File: config.mk
export PLATFORM = sky130hd
export DESIGN_NAME = stepper_step_dir_pulse_generator
export DESIGN_NICKNAME = d
export VERILOG_FILES = /design/src/rtl/ssdp_pkg.sv /design/src/rtl/stepper_step_dir_pulse_generator.sv /design/src/rtl/ssdp_core.sv /design/src/rtl/ssdp_skid.sv
export SDC_FILE = /design/constraint.sdc
export NUM_CORES = 1
export LEC_CHECK = 0
export BUFFER_PORTS_ARGS = -buffer_cell sky130_fd_sc_hd__buf_2
export CAP_MARGIN = 20
export CORE_MARGIN = 10
export CORE_UTILIZATION = 55
export CTS_BUF_LIST = sky130_fd_sc_hd__clkbuf_8
export CTS_CLUSTER_DIAMETER = 40
export DETAILED_ROUTE_END_ITERATION = 6
export PLACE_DENSITY_LB_ADDON = 0.05
export SLEW_MARGIN = 20
export SYNTH_ARGS = -nofsm -noshare
export SYNTH_HDL_FRONTEND = slang
export SYNTH_SLANG_ARGS = --single-unit
File: constraint.sdc
create_clock -name aclk -period 11.4 [get_ports aclk]
set_clock_uncertainty 0.05 [all_clocks]
set_input_delay 2.28 -clock aclk [delete_from_list [all_inputs] [get_ports aclk]]
set_output_delay 2.28 -clock aclk [all_outputs]
set_load 0.03 [all_outputs]
File: src/rtl/ssdp_pkg.sv
// Shared types and constants for the step/direction pulse generator.
// No dependencies; imported by ssdp_core, ssdp_skid and the top level.
package ssdp_pkg;

    localparam int CFG_INDEX_W = 2;
    localparam int CFG_DATA_W  = 16;
    localparam int MODE_W      = 3;
    localparam int HALF_W      = 16;
    localparam int COUNT_W     = 31;
    localparam int PACKED_W    = 32;
    localparam int FRAC_W      = 4;

    localparam logic [CFG_INDEX_W-1:0] CFG_MICROSTEP_MODE    = 2'd0;
    localparam logic [CFG_INDEX_W-1:0] CFG_HALF_PERIOD_TICKS = 2'd1;
    localparam logic [CFG_INDEX_W-1:0] CFG_DRIVE_ENABLE      = 2'd2;

    localparam logic [MODE_W-1:0] MODE_SIXTEENTH = 3'b100;
    localparam logic [HALF_W-1:0] HALF_PERIOD_RESET = 16'd2500;
    localparam logic [FRAC_W:0]   FRAC_FULL = 5'd16;

    typedef enum logic [1:0] {
        CMD_TICK   = 2'd0,
        CMD_STEP   = 2'd1,
        CMD_LOAD   = 2'd2,
        CMD_ORIGIN = 2'd3
    } cmd_t;

    typedef enum logic [1:0] {
        PH_IDLE = 2'd0,
        PH_HIGH = 2'd1,
        PH_LOW  = 2'd2
    } phase_t;

    // Packed MSB first: step_pin lands in bit 0.
    typedef struct packed {
        logic                accepted;
        logic                busy_res;
        logic [PACKED_W-1:0] position_packed;
        logic                enable_n_pin;
        logic [MODE_W-1:0]   mode_pins;
        logic                dir_pin;
        logic                step_pin;
    } result_t;

endpackage

File: src/rtl/stepper_step_dir_pulse_generator.sv
// Step/direction pulse generator, top level: command stream in, pin/position stream out.
// Depends on ssdp_pkg, ssdp_core and ssdp_skid.
//
//  channel | direction | handshake         | content
//  s_      | in        | s_tvalid/s_tready | one command transaction
//  m_      | out       | m_tvalid/m_tready | one result per command
//  cfg_    | in        | cfg_valid/cfg_ready (always ready) | register write
//
// Every command updates state in the cycle it is accepted; its result is registered
// in the output buffer before it appears on m_. One command per clock sustained while m_ is not stalled.
// A two-entry output buffer keeps s_tready high through a single stalled result;
// s_tready drops only while both entries are full.
// aresetn (synchronous) restores register defaults and an idle, zero position.
module stepper_step_dir_pulse_generator #(
    parameter int TIMER_BITS    = 16,
    parameter int POSITION_BITS = 32
) (
    input  logic                             aclk,
    input  logic                             aresetn,
    input  logic                             s_tvalid,
    output logic                             s_tready,
    input  logic [31:0]                      s_tdata,   // direction, step_count
    input  logic [1:0]                       s_tuser,   // command
    output logic                             m_tvalid,
    input  logic                             m_tready,
    // step_pin, dir_pin, mode_pins[2:0], enable_n_pin, position_packed[31:0],
    // busy_res, accepted
    output logic [39:0]                      m_tdata,
    input  logic                             cfg_valid,
    output logic                             cfg_ready,
    input  logic [ssdp_pkg::CFG_INDEX_W-1:0] cfg_index,
    input  logic [ssdp_pkg::CFG_DATA_W-1:0]  cfg_data
);
    import ssdp_pkg::*;

    logic    cmd_we;
    result_t core_result;
    result_t out_result;

    assign cfg_ready = 1'b1;
    assign cmd_we    = s_tvalid && s_tready;

    ssdp_core #(
        .TIMER_BITS   (TIMER_BITS),
        .POSITION_BITS(POSITION_BITS)
    ) u_core (
        .aclk     (aclk),
        .aresetn  (aresetn),
        .cfg_we   (cfg_valid && cfg_ready),
        .cfg_index(cfg_index),
        .cfg_data (cfg_data),
        .cmd_we   (cmd_we),
        .cmd      (cmd_t'(s_tuser)),
        .dir      (s_tdata[0]),
        .count    (s_tdata[COUNT_W:1]),
        .result   (core_result)
    );

    ssdp_skid u_skid (
        .aclk     (aclk),
        .aresetn  (aresetn),
        .in_valid (s_tvalid),
        .in_ready (s_tready),
        .in_data  (core_result),
        .out_valid(m_tvalid),
        .out_ready(m_tready),
        .out_data (out_result)
    );

    assign m_tdata = out_result;

endmodule

File: src/rtl/ssdp_core.sv
// Pulse generator state: config registers, position, pulse phase timer and
// multistep count. Produces the post-command result combinationally. Uses ssdp_pkg.
module ssdp_core #(
    parameter int TIMER_BITS    = 16,
    parameter int POSITION_BITS = 32
) (
    input  logic                            aclk,
    input  logic                            aresetn,
    input  logic                            cfg_we,
    input  logic [ssdp_pkg::CFG_INDEX_W-1:0] cfg_index,
    input  logic [ssdp_pkg::CFG_DATA_W-1:0]  cfg_data,
    input  logic                            cmd_we,
    input  ssdp_pkg::cmd_t                  cmd,
    input  logic                            dir,
    input  logic [ssdp_pkg::COUNT_W-1:0]     count,
    output ssdp_pkg::result_t               result
);
    import ssdp_pkg::*;

    localparam logic [32:0] TIMER_MAX = (33'd1 << TIMER_BITS) - 33'd1;

    logic [MODE_W-1:0]        mode_reg;
    logic [HALF_W-1:0]        half_reg;
    logic                     enable_reg;
    logic [POSITION_BITS-1:0] whole_reg, whole_next;
    logic [FRAC_W-1:0]        frac_reg, frac_next;
    logic                     dir_reg, dir_next;
    phase_t                   phase_reg, phase_next;
    logic [TIMER_BITS-1:0]    timer_reg, timer_next;
    logic [COUNT_W-1:0]       remain_reg, remain_next;

    logic [32:0]           half_ext;
    logic [TIMER_BITS-1:0] timer_load;
    logic [FRAC_W:0]       mult;
    logic [FRAC_W:0]       frac_up, frac_dn;
    logic                  busy_now;
    logic                  start;
    logic                  acc;
    logic                  pos_dir;
    phase_t                phase_mid;
    logic signed [PACKED_W-1:0] whole_ext;

    assign half_ext   = 33'(half_reg);
    assign timer_load = (half_ext > TIMER_MAX) ? TIMER_BITS'(TIMER_MAX)
                                               : TIMER_BITS'(half_ext);
    assign mult = (mode_reg >= MODE_SIXTEENTH) ? (FRAC_W+1)'(1)
                                               : (FRAC_FULL >> mode_reg);
    assign busy_now = (phase_reg != PH_IDLE) || (remain_reg != '0);

    always_comb begin
        dir_next    = dir_reg;
        phase_next  = phase_reg;
        phase_mid   = phase_reg;
        timer_next  = timer_reg;
        remain_next = remain_reg;
        whole_next  = whole_reg;
        frac_next   = frac_reg;
        start       = 1'b0;
        acc         = 1'b0;

        unique case (cmd)
            CMD_TICK: begin
                unique case (phase_reg)
                    PH_HIGH: begin
                        if (timer_reg <= TIMER_BITS'(1)) begin
                            phase_mid  = PH_LOW;
                            timer_next = timer_load;
                        end else begin
                            timer_next = timer_reg - TIMER_BITS'(1);
                        end
                    end
                    PH_LOW: begin
                        if (timer_reg <= TIMER_BITS'(1)) begin
                            phase_mid  = PH_IDLE;
                            timer_next = '0;
                        end else begin
                            timer_next = timer_reg - TIMER_BITS'(1);
                        end
                    end
                    default: ;
                endcase
                phase_next = phase_mid;
                // Back-to-back multistep: next pulse starts on the tick that ends the last
                if (phase_mid == PH_IDLE && remain_reg != '0) begin
                    remain_next = remain_reg - COUNT_W'(1);
                    start       = 1'b1;
                end
            end
            CMD_STEP: begin
                if (!busy_now) begin
                    dir_next = dir;
                    start    = 1'b1;
                    acc      = 1'b1;
                end
            end
            CMD_LOAD: begin
                if (!busy_now) begin
                    dir_next = dir;
                    acc      = 1'b1;
                    if (count != '0) begin
                        remain_next = count - COUNT_W'(1);
                        start       = 1'b1;
                    end
                end
            end
            CMD_ORIGIN: begin
                whole_next = '0;
                acc        = 1'b1;
            end
            default: ;
        endcase

        pos_dir = dir_next;
        frac_up = {1'b0, frac_reg} + mult;
        frac_dn = {1'b0, frac_reg} - mult;
        if (start) begin
            phase_next = PH_HIGH;
            timer_next = timer_load;
            if (!pos_dir) begin
                frac_next = frac_up[FRAC_W-1:0];
                if (frac_up[FRAC_W]) begin
                    whole_next = whole_reg + POSITION_BITS'(1);
                end
            end else begin
                // borrow wraps the fraction by sixteen
                frac_next = frac_dn[FRAC_W-1:0];
                if (frac_dn[FRAC_W]) begin
                    whole_next = whole_reg - POSITION_BITS'(1);
                end
            end
        end
    end

    always_ff @(posedge aclk) begin
        if (!aresetn) begin
            mode_reg   <= '0;
            half_reg   <= HALF_PERIOD_RESET;
            enable_reg <= 1'b0;
            whole_reg  <= '0;
            frac_reg   <= '0;
            dir_reg    <= 1'b0;
            phase_reg  <= PH_IDLE;
            timer_reg  <= '0;
            remain_reg <= '0;
        end else begin
            if (cfg_we) begin
                unique case (cfg_index)
                    CFG_MICROSTEP_MODE:    mode_reg   <= cfg_data[MODE_W-1:0];
                    CFG_HALF_PERIOD_TICKS: half_reg   <= cfg_data[HALF_W-1:0];
                    CFG_DRIVE_ENABLE:      enable_reg <= cfg_data[0];
                    default: ;
                endcase
            end
            if (cmd_we) begin
                whole_reg  <= whole_next;
                frac_reg   <= frac_next;
                dir_reg    <= dir_next;
                phase_reg  <= phase_next;
                timer_reg  <= timer_next;
                remain_reg <= remain_next;
            end
        end
    end

    assign whole_ext = PACKED_W'($signed(whole_next));

    always_comb begin
        result.step_pin        = (phase_next == PH_HIGH);
        result.dir_pin         = dir_next;
        result.mode_pins       = mode_reg;
        result.enable_n_pin    = ~enable_reg;
        result.position_packed = {whole_ext[PACKED_W-FRAC_W-1:0], frac_next};
        result.busy_res        = (phase_next != PH_IDLE) || (remain_next != '0);
        result.accepted        = acc;
    end

endmodule

File: src/rtl/ssdp_skid.sv
// Two-entry output register (main + skid) for the result stream.
// Uses ssdp_pkg::result_t.
module ssdp_skid (
    input  logic              aclk,
    input  logic              aresetn,
    input  logic              in_valid,
    output logic              in_ready,
    input  ssdp_pkg::result_t in_data,
    output logic              out_valid,
    input  logic              out_ready,
    output ssdp_pkg::result_t out_data
);
    import ssdp_pkg::*;

    logic    out_valid_reg;
    logic    skid_valid_reg;
    result_t out_data_reg;
    result_t skid_data_reg;
    logic    advance;

    assign in_ready  = !skid_valid_reg;
    assign advance   = out_ready || !out_valid_reg;
    assign out_valid = out_valid_reg;
    assign out_data  = out_data_reg;

    always_ff @(posedge aclk) begin
        if (!aresetn) begin
            out_valid_reg  <= 1'b0;
            skid_valid_reg <= 1'b0;
        end else if (advance) begin
            if (skid_valid_reg) begin
                out_valid_reg  <= 1'b1;
                skid_valid_reg <= 1'b0;
            end else begin
                out_valid_reg <= in_valid;
            end
        end else if (in_valid && in_ready) begin
            skid_valid_reg <= 1'b1;
        end
    end

    always_ff @(posedge aclk) begin
        if (advance) begin
            out_data_reg <= skid_valid_reg ? skid_data_reg : in_data;
        end else if (in_valid && in_ready) begin
            skid_data_reg <= in_data;
        end
    end

endmodule

# Word level (Yosys, flattened, before mapping)
# Cells that the tools add are included.
# word_totals
regBits	188
latch_bits	0
ramBits	0
rom_bits	0
input_bits	57
output_inout_bits	43
n_memories	0
# op_classes
add_sub_neg	7
n_mul	0
div	0
magnitude_cmp	3
eq_ne	8
shift	1
muxes	34
n_bitwise	3
reduce_logical	24
# ops
operator	count
32-bit two-way mux	5
31-bit two-way mux	3
31-bit nonzero test	3
16-bit two-way mux	5
31-bit one-hot mux with 2 select lines	1
31-bit by 1-bit subtractor with 31-bit output, second input constant	2
40-bit two-way mux	1
32-bit by 1-bit adder with 32-bit output, second input constant	1
16-bit one-hot mux with 2 select lines	1
32-bit by 1-bit subtractor with 32-bit output, second input constant	1
16-bit > comparator, second input constant	1
16-bit by 1-bit <= comparator with 1-bit output, second input constant	1
16-bit by 1-bit subtractor with 16-bit output, second input constant	1
2-bit two-way mux	5
2-bit by 1-bit equality test with 1-bit output, second input constant	4
2-bit equality test, second input constant	4
4-bit two-way mux	2
2-bit AND reduction	4
1-bit two-way mux	7
2-bit logical NOT	3
2-bit nonzero test	3
4-bit by 5-bit adder with 5-bit output	1
5-bit two-way mux	1
5-bit by 3-bit >> shifter with 5-bit output, first input constant	1
other kinds (12)	19

# Depth between registers and ports, before layout
# logic_depth
ltp_word	12
depth_mapped	15

# Cells and area by module
# A second synthesis with hierarchy kept.
# hier_totals
cells_unflattened	1316
area_unflattened_um2	11598.6
# modules_own_cells
module	n_inst	cells_each	area_per_inst_um2	seq_area_each_um2
ssdp_core	1	1180	8414.3	2042.0
ssdp_skid	1	133	3166.8	2442.3
stepper_step_dir_pulse_generator	1	3	17.5	0.0

# Worst setup path before layout
# OpenSTA, ideal clock, no wires.
# synth_path
path_kind	input to register
startpoint	input m_tready
endpoint	register u_skid.skid_data_reg[0] (netlist bit) (enable)
arrival_time_ns	5.119
required_ns	10.912
setup_slack_ns	5.793
path_stages	2
path_buffers	0
cell_sequence	nand2b_1 nor2_1
# synth_between
elab_chain_cells	3
# synth_lines
element	line_no	rtl
start: declaration	stepper_step_dir_pulse_generator.sv:25	input logic m_tready,
1-bit logical OR	ssdp_skid.sv:22	assign advance = out_ready || !out_valid_reg;
1-bit NOT (no line)	--	
2-bit AND reduction (no line)	--	
end signal: assignment	ssdp_skid.sv:46	skid_data_reg <= in_data;
end: declaration	ssdp_skid.sv:18	result_t skid_data_reg;
# No other way between the ends.
# A chain may end at the register's enable or synchronous reset.

# Worst setup path after layout
# layout_path
startpoint	input s_tdata[4]
endpoint	register u_skid.out_data_reg (netlist bit u_skid.out_data[38]), data pin
# layout_between
elab_chain_cells	8
word_cells_on_any_way	13
# layout_lines
element	line_no	rtl
start: declaration	stepper_step_dir_pulse_generator.sv:22	input logic [31:0] s_tdata,
branches (longest 6 deep; another with 31-bit by 1-bit subtractor with 31-bit output)	--	
1-bit logical OR *	ssdp_core.sv:173	result.busy_res = (phase_next != PH_IDLE) || (remain_next != '0);
40-bit two-way mux *	ssdp_skid.sv:44	out_data_reg <= skid_valid_reg ? skid_data_reg : in_data;
end signal: assignment	ssdp_skid.sv:44	
end: declaration	ssdp_skid.sv:17	result_t out_data_reg;
# Every way passes the cells marked *.

==> impl_metrics.yaml <==
floorplanning:
  rows: 53
  initial_core_util_pct: 55.6
  ios: 100
  fp.dieArea_sq_um: 27400
  fp.coreArea_sq_um: 21000
  die_boundary_width_microns: 166
  chip_height_microns: 166
layout:
  filler_cell_count: 1918
  nNetsFinal: 1498
  n_antenna_cell: 0
  finalInstanceArea_sq_um: 12700
  final_layout_size_suffix_gt1_share_pct: 15.3
  multi_input_gate_area_in_the_final_layout_sq_um: 6610
  syn_to_final_growth_pct: 8.79
  layout.area.seq_sq_um: 4480
cts:
  cts_root_buffer: "sky130_fd_sc_hd__clkbuf_8"
  cts_bufs_inserted: 17
  cts.clk_slew.worst_paths_ps: 110
  clock-sinks: 184
  tritoncts_clock_tree: "done"
  clock_latency_ps: 480
  cts_htree_levels: 4
  cts_buffer_depth: 2
  cts_hold_buffers_added: 0
  post-cts-setup-buffer-count: 0
  post_cts.resized_instances: 0
routing:
  drc: 0
  drt_pass1_iterations: 5
  drt.antenna.violating_nets: 0
  wirelength_microns: 34200
  via_count: 10842
  number_of_vias_per_cell_after_detailed_routing: 6.36
  detail_route.iter0.violations: 997
  wire_per_inst_microns: 20.1
logic_synthesis:
  ys.warnings.count: 0
  mappedNetlistNets: 1463
  postSynthAreaPerCell_sq_um: 8.44
  postSynthRegisterBits: 184
  syn-cell-area_sq_um: 11700
  synth_cells: 1382
  ys_async_sr_fraction_pct: 0
  synth_enable_flop_cells: 80
  synth_ff_type: "sky130_fd_sc_hd__dfxtp_1"
  fraction_of_the_yosys_area_taken_by_sequential_cells_pct: 38.5
  synth_cell_type_count: 86
timing:
  timing.final.setup_violations: 0
  post-route-period-util_pct: 52.2
  clock.fmax_mhz: 168
  period_minus_slack_ps: 5950
  tightestPinTransition_ps: 977
  finalSetupTns_ps: 0
  timing.slew.headroom_pct: 34.8
  timing.hold.ws_ps: 424
  grt_setup_unrepaired: "no"
  hold_violations: 0
  drv_slew: 0
power_and_ir_drop:
  p_comb_share_pct: 27.8
  power_per_cell_area_nw_per_um2: 136
  static-leakage-power_nw: 4.86
  power_switching_w: 0.000619
  switching_share_pct: 35.9
  ir_drop_v: 0.0000851
  cell_internal_pwr_w: 0.00111
  sequentialPowerShare_pct: 44.9
  fraction_of_power_consumed_by_the_clock_network_pct: 27.3
setup_path:
  path_common_cell: "sky130_fd_sc_hd__nor4_1"
  setup.worst_path.class: "input port to register"
  crit_path_max_fanout: 16
  path_cells: "buf_2 > nor4_1 > nand3b_1 > nor4_1 > or3_1 > o32a_1 > or4bb_1 > nor4_2 > a41oi_1"
  timing.critical_path.to_type: "register"
  arrival_ps: 6100
  max_stage_delay_ps: 700
  critical_path_required_ps: 11550
  critical-path-top-delay-family: "simple AND/OR/NAND/NOR gates"
  timing.critical_path.buf_inv: 1
  crit_path_start_kind: "input port"
  critical_path.slowest_cell: "sky130_fd_sc_hd__nor4_1"
placement:
  gp_routability_congestion: 0.943
  place.port_buffers: 98
  placement.cell_area_sq_um: 12300
  place.detailed.hpwl_microns: 23600
global_routing:
  vias_in_the_first_global_route: 10172
  globalRoute.totalOverflow: 0
  global_route.usage.met2_pct: 40.2
  grt_first_pass_wirelength_microns: 54500
  antenna_found_initial: 0
  gr-usage-met3_pct: 3.69
  pin_count_of_the_biggest_net_entering_global_routing: 90
  grtUsageTotal_pct: 23.6
  globalRouteMet1Util_pct: 29.3
  globalRoute.busiestLayer: "met2"
flow_run:
  max_cap_viol_count: 0
hold_path:
  hold_class: "register to register"
run_status:
  run_status: "finished, final reports clean"
## logic make-up after synthesis
logic type / share of synthesized area [%]
buffers and inverters: 5.19
other: 0.0322
DFF: 38.5
and+or+nand+nor: 25.9
AOI/OAI and AO/OA: 20.7
muxes: 3.49
xor gates and xnor gates: 3.53
adders and majority gates: 2.70
## metal layers
layer,part of all wire (%),vias up
li1,-,5163
met1,42,5186
met2,48,412
met3,5.5,81
met4,3.7,0
met5,0,-
## synthesized netlist by cell type, types with 10 or more instances
library cell	number	area, sq um
sky130_fd_sc_hd__nand2_1	226	848
sky130_fd_sc_hd__dfxtp_1	104	2080
sky130_fd_sc_hd__nor2_1	101	379
sky130_fd_sc_hd__edfxtp_1	80	2400
sky130_fd_sc_hd__clkbuf_1	76	285
sky130_fd_sc_hd__inv_1	51	191
sky130_fd_sc_hd__nor3_1	50	250
sky130_fd_sc_hd__o21ai_0	49	245
sky130_fd_sc_hd__a21oi_1	47	235
sky130_fd_sc_hd__nand3_1	46	230
sky130_fd_sc_hd__a21boi_0	41	308
sky130_fd_sc_hd__mux2_2	29	327
sky130_fd_sc_hd__nor4_1	27	169
sky130_fd_sc_hd__xnor2_1	26	228
sky130_fd_sc_hd__ha_1	22	275
sky130_fd_sc_hd__nand4_1	21	131
sky130_fd_sc_hd__xor2_1	21	184
sky130_fd_sc_hd__or3_1	18	113
sky130_fd_sc_hd__a221oi_1	17	149
sky130_fd_sc_hd__nor2b_1	16	100
sky130_fd_sc_hd__nor3b_1	15	113
sky130_fd_sc_hd__o221ai_1	15	131
sky130_fd_sc_hd__and3_1	14	87.6
sky130_fd_sc_hd__a22oi_1	13	97.6
sky130_fd_sc_hd__a32oi_1	13	114
sky130_fd_sc_hd__buf_2	13	65.1
sky130_fd_sc_hd__o211a_1	12	120
sky130_fd_sc_hd__a221o_1	11	110
sky130_fd_sc_hd__a31oi_1	10	62.6
sky130_fd_sc_hd__and2_1	10	62.6
sky130_fd_sc_hd__nand2b_1	10	62.6
sky130_fd_sc_hd__or4_1	10	75.1
## worst register-to-register path: cells and delay by family, from the launching register on
family,cells,cell delay [ps]
AO/OA/AOI/OAI,3,760
buffers and inverters,1,260
flip-flops,1,370
multiplexers,1,310
AND/OR/NAND/NOR,5,3070
## layout by cell type, fill, tap and decap left out, drive strengths merged, types with 46 or more instances in the layout
| cell type | n |
|---|---|
| nor2 | 101 |
| o21ai | 53 |
| buf | 116 |
| edfxtp | 80 |
| nand3 | 46 |
| a21oi | 47 |
| inv | 59 |
| nor3 | 50 |
| dfxtp | 104 |
| nand2 | 227 |
## power groups by stage
stage / Clock, W / Combinational (W) / Sequential [W]
global route: 0.000501 / 0.000522 / 0.000781
detailed placement: 0 / 0.000471 / 0.000789
global placement: 0 / 0.000468 / 0.000788
floorplan: 0 / 0.000314 / 0.000811
CTS: 0.000478 / 0.000474 / 0.000774
finish: 0.000471 / 0.000479 / 0.000775
## cell type report
cell class / count / area share (%)
clock inverter: 14 / 1.31
multi-input combinational: 1044 / 52.1
inverter: 54 / 1.62
tap: 275 / 2.71
timing repair buffer: 116 / 4.93
sequential: 184 / 35.3
clock buffer: 18 / 1.95
## path summary, 6_finish.rpt
kind	depth (start not counted)	slack, ps	to	start
setup / recovery	9	5450	u_skid.out_data[38]	s_tdata[4]
hold / removal	2	420	u_core.half_reg[10]	u_core.half_reg[10]
setup reg to reg	10	6340	u_skid.out_data[10]	u_core.remain_reg[16]
hold reg to reg	2	420	u_core.half_reg[10]	u_core.half_reg[10]
## metrics by stage
step	utilization, %	setup WS, ps	total power (W)	std cells
after floorplan	-	5790	0.00112	1382
after global placement	58.5	4610	0.00126	1673
after detailed placement	58.5	4510	0.00126	1673
after CTS	60.5	4990	0.00173	1705
after global routing	60.5	5140	0.00180	1705
final	60.5	5450	0.00172	1705
(Power assumes the default switching activity.)
